File: src/rtl/ffpa_pkg.sv
// Package with the request/result types and codes of the first-fit partition allocator.
package ffpa_pkg;

  typedef struct packed {
    logic        op;
    logic [16:0] alloc_size;
    logic [5:0]  handle;
  } req_t;

  typedef struct packed {
    logic [2:0]  status;
    logic [15:0] start_address;
    logic [5:0]  assigned_handle;
    logic [1:0]  merge_kind;
  } rsp_t;

  localparam logic OP_ALLOC   = 1'b0;
  localparam logic OP_RELEASE = 1'b1;

  localparam logic [2:0] ST_OK       = 3'd0;
  localparam logic [2:0] ST_BAD_ARG  = 3'd1;
  localparam logic [2:0] ST_NO_FREE  = 3'd2;
  localparam logic [2:0] ST_NO_FIT   = 3'd3;
  localparam logic [2:0] ST_FULL     = 3'd4;

  localparam logic [1:0] MK_NEW  = 2'd0;
  localparam logic [1:0] MK_PREV = 2'd1;
  localparam logic [1:0] MK_NEXT = 2'd2;
  localparam logic [1:0] MK_BOTH = 2'd3;

  typedef enum logic [4:0] {
    S_IDLE,
    S_A_RD,      // issue read of free entry idx
    S_A_CHK,     // compare entry length with size
    S_A_UPD,     // shrink or start removal
    S_U_RD,      // read used entry handle
    S_U_LAT,
    S_R_RD,      // scan free table for a neighbor
    S_R_CHK,
    S_R_NXRD,    // read entry idx+1 for a double merge
    S_R_NXCHK,
    S_R_IRD,     // search insert position
    S_R_ICHK,
    S_FSH_RD,    // free table shift down (removal)
    S_FSH_WR,
    S_FSU_RD,    // free table shift up (insertion)
    S_FSU_WR,
    S_USH_RD,    // used table shift down
    S_USH_WR,
    S_DONE
  } state_t;

endpackage

File: src/rtl/ffpa_ram.sv
// Generic single-port-write, single-port-read RAM with a registered read.
module ffpa_ram #(
  parameter int WIDTH = 16,
  parameter int DEPTH = 64
) (
  input  logic                     clk,
  input  logic                     we,
  input  logic [$clog2(DEPTH)-1:0] waddr,
  input  logic [WIDTH-1:0]         wdata,
  input  logic [$clog2(DEPTH)-1:0] raddr,
  output logic [WIDTH-1:0]         rdata
);

  logic [WIDTH-1:0] mem [DEPTH];

  always_ff @(posedge clk) begin
    if (we) begin
      mem[waddr] <= wdata;
    end
    rdata <= mem[raddr];
  end

endmodule

File: src/rtl/first_fit_partition_allocator_core.sv
// Top level of the first-fit partition allocator: sequencer, tables and shared adder.
//
// Usage. A request (op, alloc_size, handle) is taken at a rising edge where
// start is high and busy is low. busy then stays high while the sequencer
// walks the tables. Exactly one result per request appears on rsp for one
// cycle, marked by done; the receiver cannot hold it off. The next request
// can be taken in the cycle after done.
//
// Sequence. Every step touches one table entry through the registered read
// port of a RAM. A rejected request gives done in the cycle after it is
// taken. An allocate scans the free table up to the first fit and, on an
// exact fit, shifts the rest of it down. A release reads its used entry,
// scans the free table for a neighbor (or for the insert slot), shifts the
// free table up or down where needed, then shifts later used entries down;
// with a full free table and no neighbor it ends with ST_FULL instead. A
// release into an empty free table skips the scan and makes the block the
// only partition.
// A shared adder does the fit, neighbor-end and double-merge sums; the rest use own adders.
//
// Reset. rst clears the used count, sets the free count to one, makes the whole
// memory one free partition starting at 0 and holds that entry in a register flag
// until first written, so no clearing pass is needed; ready right after reset.
module first_fit_partition_allocator_core
  import ffpa_pkg::*;
#(
  parameter int MEMORY_UNITS = 65536,
  parameter int FREE_ENTRIES = 64,
  parameter int USED_ENTRIES = 64
) (
  input  logic clk,
  input  logic rst,
  input  logic start,
  input  req_t req,
  output logic busy,
  output logic done,
  output rsp_t rsp
);

  localparam int FAW = $clog2(FREE_ENTRIES);
  localparam int UAW = $clog2(USED_ENTRIES);
  localparam int FCW = $clog2(FREE_ENTRIES + 1);
  localparam int UCW = $clog2(USED_ENTRIES + 1);
  localparam int HCW = (UCW > 6) ? UCW : 6;
  localparam logic [16:0] MEM_UNITS = 17'(MEMORY_UNITS);

  state_t state, state_next;

  req_t        r;
  logic [FCW-1:0] free_count;
  logic [UCW-1:0] used_count;
  logic        init0;         // free entry 0 still holds its reset value
  logic [FCW-1:0] idx;
  logic [FCW-1:0] lim;
  logic [UAW-1:0] uidx;
  logic [15:0] ustart;
  logic [16:0] ulen;
  logic [15:0] cur_s;
  logic [16:0] cur_l;
  logic [1:0]  kind;
  logic [2:0]  st;
  logic [15:0] addr_o;
  logic [5:0]  hnd_o;

  // RAM ports
  logic           f_we, u_we;
  logic [FAW-1:0] f_wa, f_ra;
  logic [UAW-1:0] u_wa, u_ra;
  logic [32:0]    f_wd, f_rd_raw, f_rd;
  logic [32:0]    u_wd, u_rd;
  logic           f_rd0;

  ffpa_ram #(.WIDTH(33), .DEPTH(FREE_ENTRIES)) u_free (
    .clk, .we(f_we), .waddr(f_wa), .wdata(f_wd), .raddr(f_ra), .rdata(f_rd_raw));
  ffpa_ram #(.WIDTH(33), .DEPTH(USED_ENTRIES)) u_used (
    .clk, .we(u_we), .waddr(u_wa), .wdata(u_wd), .raddr(u_ra), .rdata(u_rd));

  // Entry 0 reads as the reset partition until it is first written.
  always_ff @(posedge clk) begin
    f_rd0 <= (f_ra == '0) && init0;
  end
  assign f_rd = f_rd0 ? {16'd0, MEM_UNITS} : f_rd_raw;

  wire [15:0] rd_s = f_rd[32:17];
  wire [16:0] rd_l = f_rd[16:0];

  // Shared adder for the length and end-of-partition sums.
  logic [16:0] add_a, add_b, add_y;
  assign add_y = add_a + add_b;

  wire [16:0] uend = {1'b0, ustart} + ulen;

  always_comb begin
    add_a = 17'({1'b0, rd_s});
    add_b = rd_l;
    case (state)
      S_A_UPD: begin add_a = cur_l; add_b = ~r.alloc_size + 17'd1; end
      S_R_CHK: begin add_a = {1'b0, rd_s}; add_b = rd_l; end
      S_R_NXCHK: begin add_a = cur_l; add_b = rd_l; end
      default: ;
    endcase
  end

  wire [FCW:0] idx_p1 = {1'b0, idx} + 1'b1;
  wire [UCW-1:0] uidx_p1 = UCW'(uidx) + UCW'(1);
  wire bad_handle = (HCW'(req.handle) >= HCW'(used_count));

  always_comb begin
    state_next = state;
    case (state)
      S_IDLE: if (start) begin
        if (req.op == OP_ALLOC) begin
          if (req.alloc_size == '0 || req.alloc_size > MEM_UNITS) state_next = S_DONE;
          else if (free_count == '0) state_next = S_DONE;
          else state_next = S_A_RD;
        end else begin
          if (bad_handle) state_next = S_DONE;
          else state_next = S_U_RD;
        end
      end
      S_A_RD:   state_next = S_A_CHK;
      S_A_CHK:  if (rd_l >= r.alloc_size) state_next =
                  (used_count >= UCW'(USED_ENTRIES)) ? S_DONE : S_A_UPD;
                else if (idx_p1[FCW-1:0] == free_count) state_next = S_DONE;
                else state_next = S_A_RD;
      S_A_UPD:  state_next = (cur_l == r.alloc_size) ? S_FSH_RD : S_DONE;
      S_U_RD:   state_next = S_U_LAT;
      S_U_LAT:  state_next = (free_count == '0) ? S_FSU_RD : S_R_RD;
      S_R_RD:   state_next = S_R_CHK;
      S_R_CHK: begin
        if (add_y == {1'b0, ustart}) begin
          state_next = (idx_p1[FCW-1:0] < free_count && idx_p1[FCW] == 1'b0) ?
                       S_R_NXRD : S_USH_RD;
        end else if ({1'b0, rd_s} == uend) state_next = S_USH_RD;
        else if (idx_p1[FCW-1:0] == free_count) state_next =
          (free_count >= FCW'(FREE_ENTRIES)) ? S_DONE : S_R_IRD;
        else state_next = S_R_RD;
      end
      S_R_NXRD:  state_next = S_R_NXCHK;
      S_R_NXCHK: state_next = ({1'b0, rd_s} == uend) ? S_FSH_RD : S_USH_RD;
      S_R_IRD:   state_next = S_R_ICHK;
      S_R_ICHK:  if (rd_s > ustart || idx_p1[FCW-1:0] == free_count) state_next = S_FSU_RD;
                 else state_next = S_R_IRD;
      S_FSH_RD:  state_next = (idx_p1[FCW-1:0] >= free_count) ?
                   ((r.op == OP_RELEASE) ? S_USH_RD : S_DONE) : S_FSH_WR;
      S_FSH_WR:  state_next = S_FSH_RD;
      S_FSU_RD:  state_next = (idx == lim) ? S_USH_RD : S_FSU_WR;
      S_FSU_WR:  state_next = S_FSU_RD;
      S_USH_RD:  state_next = (uidx_p1 >= used_count) ? S_DONE : S_USH_WR;
      S_USH_WR:  state_next = S_USH_RD;
      S_DONE:    state_next = S_IDLE;
      default:   state_next = S_IDLE;
    endcase
  end

  // RAM control
  always_comb begin
    f_we = 1'b0; f_wa = idx[FAW-1:0]; f_wd = {cur_s, cur_l}; f_ra = idx[FAW-1:0];
    u_we = 1'b0; u_wa = used_count[UAW-1:0]; u_wd = '0; u_ra = uidx;
    case (state)
      S_A_UPD: begin
        u_we = 1'b1; u_wd = {cur_s, r.alloc_size};
        if (cur_l != r.alloc_size) begin
          f_we = 1'b1; f_wd = {cur_s + r.alloc_size[15:0], add_y};
        end
      end
      S_R_CHK: begin
        if (add_y == {1'b0, ustart}) begin
          f_we = 1'b1; f_wd = {rd_s, rd_l + ulen};
        end else if ({1'b0, rd_s} == uend) begin
          f_we = 1'b1; f_wd = {ustart, rd_l + ulen};
        end
      end
      S_R_NXRD: f_ra = idx_p1[FAW-1:0];
      S_R_NXCHK: if ({1'b0, rd_s} == uend) begin
        f_we = 1'b1; f_wd = {cur_s, add_y};
      end
      S_FSH_RD: f_ra = idx_p1[FAW-1:0];
      S_FSH_WR: begin f_we = 1'b1; f_wd = f_rd; end
      S_FSU_RD: begin
        f_ra = FAW'(idx - 1'b1);
        if (idx == lim) begin f_we = 1'b1; f_wd = {ustart, ulen}; end
      end
      S_FSU_WR: begin f_we = 1'b1; f_wd = f_rd; end
      S_USH_RD: u_ra = UAW'(uidx_p1);
      S_USH_WR: begin u_we = 1'b1; u_wa = uidx; u_wd = u_rd; end
      default: ;
    endcase
  end

  always_ff @(posedge clk) begin
    if (rst) begin
      state <= S_IDLE;
      free_count <= FCW'(1);
      used_count <= '0;
      init0 <= 1'b1;
    end else begin
      state <= state_next;
      if (f_we && f_wa == '0) init0 <= 1'b0;
      case (state)
        S_A_UPD: begin
          used_count <= used_count + 1'b1;
        end
        S_FSH_RD: if (idx_p1[FCW-1:0] >= free_count) free_count <= free_count - 1'b1;
        S_FSU_RD: if (idx == lim) free_count <= free_count + 1'b1;
        S_USH_RD: if (uidx_p1 >= used_count)
                    used_count <= used_count - 1'b1;
        default: ;
      endcase
    end
  end

  // Datapath registers
  always_ff @(posedge clk) begin
    case (state)
      S_IDLE: if (start) begin
        r <= req; idx <= '0; uidx <= UAW'(req.handle); kind <= MK_NEW;
        addr_o <= '0; hnd_o <= '0;
        if (req.op == OP_ALLOC) begin
          st <= (req.alloc_size == '0 || req.alloc_size > MEM_UNITS) ? ST_BAD_ARG :
                (free_count == '0) ? ST_NO_FREE : ST_OK;
        end else begin
          st <= bad_handle ? ST_BAD_ARG : ST_OK;
        end
      end
      S_A_CHK: if (rd_l >= r.alloc_size) begin
        cur_s <= rd_s; cur_l <= rd_l;
        if (used_count >= UCW'(USED_ENTRIES)) st <= ST_FULL;
        else begin addr_o <= rd_s; hnd_o <= 6'(used_count); end
      end else if (idx_p1[FCW-1:0] == free_count) st <= ST_NO_FIT;
      else idx <= idx_p1[FCW-1:0];
      S_U_LAT: begin
        ustart <= u_rd[32:17]; ulen <= u_rd[16:0]; addr_o <= u_rd[32:17];
        // An empty free table takes the block as its only partition.
        lim <= '0;
      end
      S_R_CHK: begin
        cur_s <= rd_s; cur_l <= rd_l + ulen;
        if (add_y == {1'b0, ustart}) kind <= MK_PREV;
        else if ({1'b0, rd_s} == uend) kind <= MK_NEXT;
        else if (idx_p1[FCW-1:0] == free_count) begin
          idx <= '0;
          if (free_count >= FCW'(FREE_ENTRIES)) begin
            st <= ST_FULL; addr_o <= '0;
          end
        end else idx <= idx_p1[FCW-1:0];
      end
      S_R_NXCHK: if ({1'b0, rd_s} == uend) begin
        kind <= MK_BOTH; idx <= idx_p1[FCW-1:0];
      end
      S_R_ICHK: begin
        if (rd_s > ustart) begin lim <= idx; idx <= free_count; end
        else if (idx_p1[FCW-1:0] == free_count) begin
          lim <= free_count; idx <= free_count;
        end else idx <= idx_p1[FCW-1:0];
      end
      S_FSH_WR: idx <= idx_p1[FCW-1:0];
      S_FSU_WR: idx <= idx - 1'b1;
      S_USH_WR: uidx <= UAW'(uidx_p1);
      default: ;
    endcase
  end

  assign busy = (state != S_IDLE);
  assign done = (state == S_DONE);
  always_comb begin
    rsp = '0;
    rsp.status = st;
    if (st == ST_OK) begin
      rsp.start_address = addr_o;
      rsp.assigned_handle = (r.op == OP_ALLOC) ? hnd_o : '0;
      rsp.merge_kind = (r.op == OP_RELEASE) ? kind : MK_NEW;
    end
  end

  a_done_pulse: assert property (@(posedge clk) disable iff (rst) done |=> !done)
    else $error("done held for more than one cycle");
  a_counts: assert property (@(posedge clk) disable iff (rst)
    (free_count <= FCW'(FREE_ENTRIES)) && (used_count <= UCW'(USED_ENTRIES)))
    else $error("table count out of range");
  a_idle_after_done: assert property (@(posedge clk) disable iff (rst) done |=> !busy)
    else $error("not idle after result");

endmodule
File: config.mk
export PLATFORM = sky130hd
export DESIGN_NAME = first_fit_partition_allocator_core
export DESIGN_NICKNAME = d
export VERILOG_FILES = /design/src/rtl/ffpa_pkg.sv /design/src/rtl/ffpa_ram.sv /design/src/rtl/first_fit_partition_allocator_core.sv
export SDC_FILE = /design/constraint.sdc
export NUM_CORES = 2
export LEC_CHECK = 0
export BUFFER_PORTS_ARGS = -buffer_cell sky130_fd_sc_hd__buf_2
export CAP_MARGIN = 25
export CELL_PAD_IN_SITES_DETAIL_PLACEMENT = 0
export CELL_PAD_IN_SITES_GLOBAL_PLACEMENT = 1
export CORE_MARGIN = 2
export CORE_UTILIZATION = 54
export CTS_CLUSTER_SIZE = 20
export DETAILED_ROUTE_END_ITERATION = 6
export PLACE_DENSITY_LB_ADDON = 0.25
export SYNTH_ARGS = -nofsm -noshare
export SYNTH_HDL_FRONTEND = slang
export SYNTH_MEMORY_MAX_BITS = 65536
export SYNTH_SLANG_ARGS = --single-unit
File: constraint.sdc
create_clock -name clk -period 21.6 [get_ports clk]
set_input_delay 3.24 -clock clk [delete_from_list [all_inputs] [get_ports clk]]
set_output_delay 3.24 -clock clk [all_outputs]
set_load 0.03 [all_outputs]
==> metrics.yaml <==
drtPass1Iterations: 7
synth_top_cell_by_area: "edfxtp_1"
final.fill_count: 22200
fin_nets: 8733
power_density_nw_per_um2: 133
crit_fanout: 35
crit_arrival_ns: 8.71
port_buffers: 55
drt_iter0_markers: 11900
grt_pass1_vias: 87100
final-seq-area_um2: 133000
synthToLayoutAreaGrowth_pct: 12.9
clk_latency_ns: 1.00
fmaxAchievable_ghz: 0.124
ys_ff_latch: 4442
ys_top_cells_by_area: "edfxtp_1, mux4_2, dfxtp_1, ha_1, nor2_1"
totalWireLength_um: 488000
final_hold_viol_count: 0
max_slew_margin_pct: 23.9
yosys.area.top_type_share_pct: 73.8
violations: "design-rule violations"
yosysUniqueCellTypes: 91
ant_nets: 0
setup_violations: 0
grt_first_pass_wirelength_um: 680000
synth_ff_type: "edfxtp_1"
required_ns: 22.26
dpl.cell_count: 12500
routedWlPerCell_um: 36.7
hold_ws_ns: 0.437
hp-class: "register to register"
ctsHtreeMaxLevel: 5
tightest_slew_ns: 1.14
initial_core_util_pct: 54.2
endpoint_kind: "register"
viasPerCell: 6.65
multi_input_area_um2: 44400
drive_gt1_share_pct: 29.6
p_leak_nw: 61.9
cts_setup_buffers: 0
wl_met3_um: 41900
reg2reg_depth: 20
clkTransAtPathRegs_ns: 0.06
async_flop_share_pct: 0
cts_buffers: 432
die_height_um: 577
place_congestion: 0.913
critPathLaunchType: "register"
fp.coreArea_um2: 327000
io_pins: 56
grt_max_degree: 113
gr-total-overflow: 0
avgSynthCellArea_um2: 21.7
finalWorstSetupSlack_ns: 13.55
netlist_area_um2: 177000
fin_setup_tns_ns: 0
placementRows: 210
finClkSkew_ns: 0.0733
cts.sink_count: 4442
vdd_drop_max_uv: 161
final_cell_area_um2: 200000
met2WireLength_um: 240000
grt_use_total_pct: 29.4
root_buffer: "clkbuf_16"
clockBufferDepth: 4
drc: 2
period_minus_slack_ns: 8.05
yosys_warnings: 0
pre_cts_slack_ns: 13.54
synth_edf_count: 4355
power_mw: 26.7
die_w_um: 577
postCtsHoldBufs: 0
synth.net_count: 8337
cts_tree: "done"
finalCritPeriodShare_pct: 37.3
num_vias: 88500
drv_slew: 0
outcome: "finished, violations left"
place_area_um2: 186000
rsz0062_at_grt: "no"
synth_seq_area_share_pct: 74.8
place_hpwl_um: 290000
fin_util_pct: 61.3
route.top_layer_used: "met5"
synth_cells: 8173
fin_cells: 13300
hold_depth: 0
cap_viol_max_count: 0
antenna_found_initial: 35
wl_met1_um: 184000
dieArea_um2: 333000
cts_resized: 0
path_class: "register to register"
[worst max-delay path, stage by stage, from the launching register on]
cell      delay [ns]
dfxtp_1         0.75
nand2b_1        0.36
nor2_2          0.18
buf_4           0.39
nand2_1         0.18
o21ai_0         0.14
ha_1            0.22
inv_1           0.07
fa_1            0.45
nor2b_1         0.18
o31ai_1         0.13
xnor3_1         0.20
nor4_1          0.58
nand4b_1        0.20
nor4_1          0.66
nand4_2         0.35
o21ai_2         0.23
buf_4           0.34
nand4_1         0.75
nor2_4          0.87
buf_4           0.39
[where the power goes]
group          leakage (nW)  switching (mW)  internal, mW
clock                  6.89            3.24          4.25
combinational          15.8            5.28          3.63
sequential             39.2           0.282          10.0
[cell usage after synthesis, drive strengths merged, types with 13 or more instances]
| library cell | n |
|---|---|
| a2111oi | 19 |
| a211oi | 63 |
| a21o | 40 |
| a21oi | 147 |
| a221o | 23 |
| a22o | 29 |
| a31oi | 24 |
| and2 | 34 |
| and3 | 17 |
| buf | 204 |
| clkbuf | 217 |
| dfxtp | 87 |
| edfxtp | 4355 |
| ha | 131 |
| inv | 87 |
| mux2 | 22 |
| mux2i | 47 |
| mux4 | 1342 |
| nand2 | 210 |
| nand2b | 47 |
| nand3 | 51 |
| nand4 | 31 |
| nor2 | 274 |
| nor2b | 70 |
| nor3 | 60 |
| nor4 | 22 |
| o211ai | 16 |
| o21a | 19 |
| o21ai | 153 |
| or2 | 13 |
| or3 | 19 |
| xnor2 | 99 |
| xor2 | 40 |
[metal layers]
metal  global-route usage, %  vias up
li1                        -    35400
met1                    40.2    47600
met2                    47.5     4690
met3                    4.70      814
met4                    12.4       12
met5                       0        -
[kinds of logic (layout without fill, tap and decap cells)]
kind of cell / after synthesis / in the layout / synth area share [%]
flip-flops: 4442 / 4442 / 74.8
multiplexers: 1411 / 1411 / 17.5
AND/OR/NAND/NOR: 882 / 882 / 2.43
AO/OA/AOI/OAI: 647 / 647 / 2.44
buffers and inverters: 510 / 1276 / 1.18
XOR/XNOR: 144 / 144 / 0.754
adder cells (fa/ha/maj): 137 / 137 / 0.992
other: 0 / 25 / 0
[worst paths after layout]
path | from | to | slack (ns)
max | state[0] | u_free.mem[44][27] | 13.55
min | u_used.rdata[7] | ulen[7] | 0.44
min reg2reg | u_used.rdata[7] | ulen[7] | 0.44
max reg2reg | state[0] | u_free.mem[44][27] | 13.55
[cell type report]
type | count | area share (%)
Antenna cell | 25 | 0.0312
Clock buffer | 535 | 5.71
Clock inverter | 269 | 1.32
Inverter | 89 | 0.167
Multi-Input combinational cell | 3221 | 22.2
Sequential cell | 4442 | 66.2
Tap cell | 4346 | 2.72
Timing Repair Buffer | 383 | 1.70
[cells in the final DEF (no fill, tap or decap), types with 38 or more instances in the layout]
| cell type | Yosys | layout |
|---|---|---|
| edfxtp_1 | 4355 | 4355 |
| mux4_2 | 1342 | 1342 |
| clkbuf_16 | 0 | 435 |
| buf_4 | 6 | 278 |
| nand2_1 | 210 | 208 |
| nor2_1 | 265 | 142 |
| a21oi_1 | 147 | 141 |
| o21ai_0 | 146 | 131 |
| ha_1 | 131 | 131 |
| nor2_4 | 0 | 129 |
| clkinv_2 | 1 | 100 |
| xnor2_1 | 98 | 94 |
| inv_1 | 87 | 87 |
| dfxtp_1 | 87 | 87 |
| clkinv_1 | 1 | 84 |
| clkbuf_1 | 217 | 82 |
| nor2b_1 | 69 | 69 |
| buf_2 | 118 | 55 |
| nor3_1 | 59 | 53 |
| a211oi_1 | 61 | 49 |
| nand2b_1 | 47 | 47 |
| nand3_1 | 51 | 46 |
| mux2i_1 | 47 | 46 |
| buf_12 | 0 | 44 |
| bufinv_16 | 0 | 40 |
| a21o_1 | 40 | 38 |
[registers in the layout, summed over array words and instances (netlist names), 16 cells and up]
name	flops
addr_o	16
cur_l	17
cur_s	16
r	18
u_free.mem	2112
u_free.rdata	33
u_used.mem	2112
u_used.rdata	33
ulen	17
ustart	16
(Power assumes the default switching activity.)
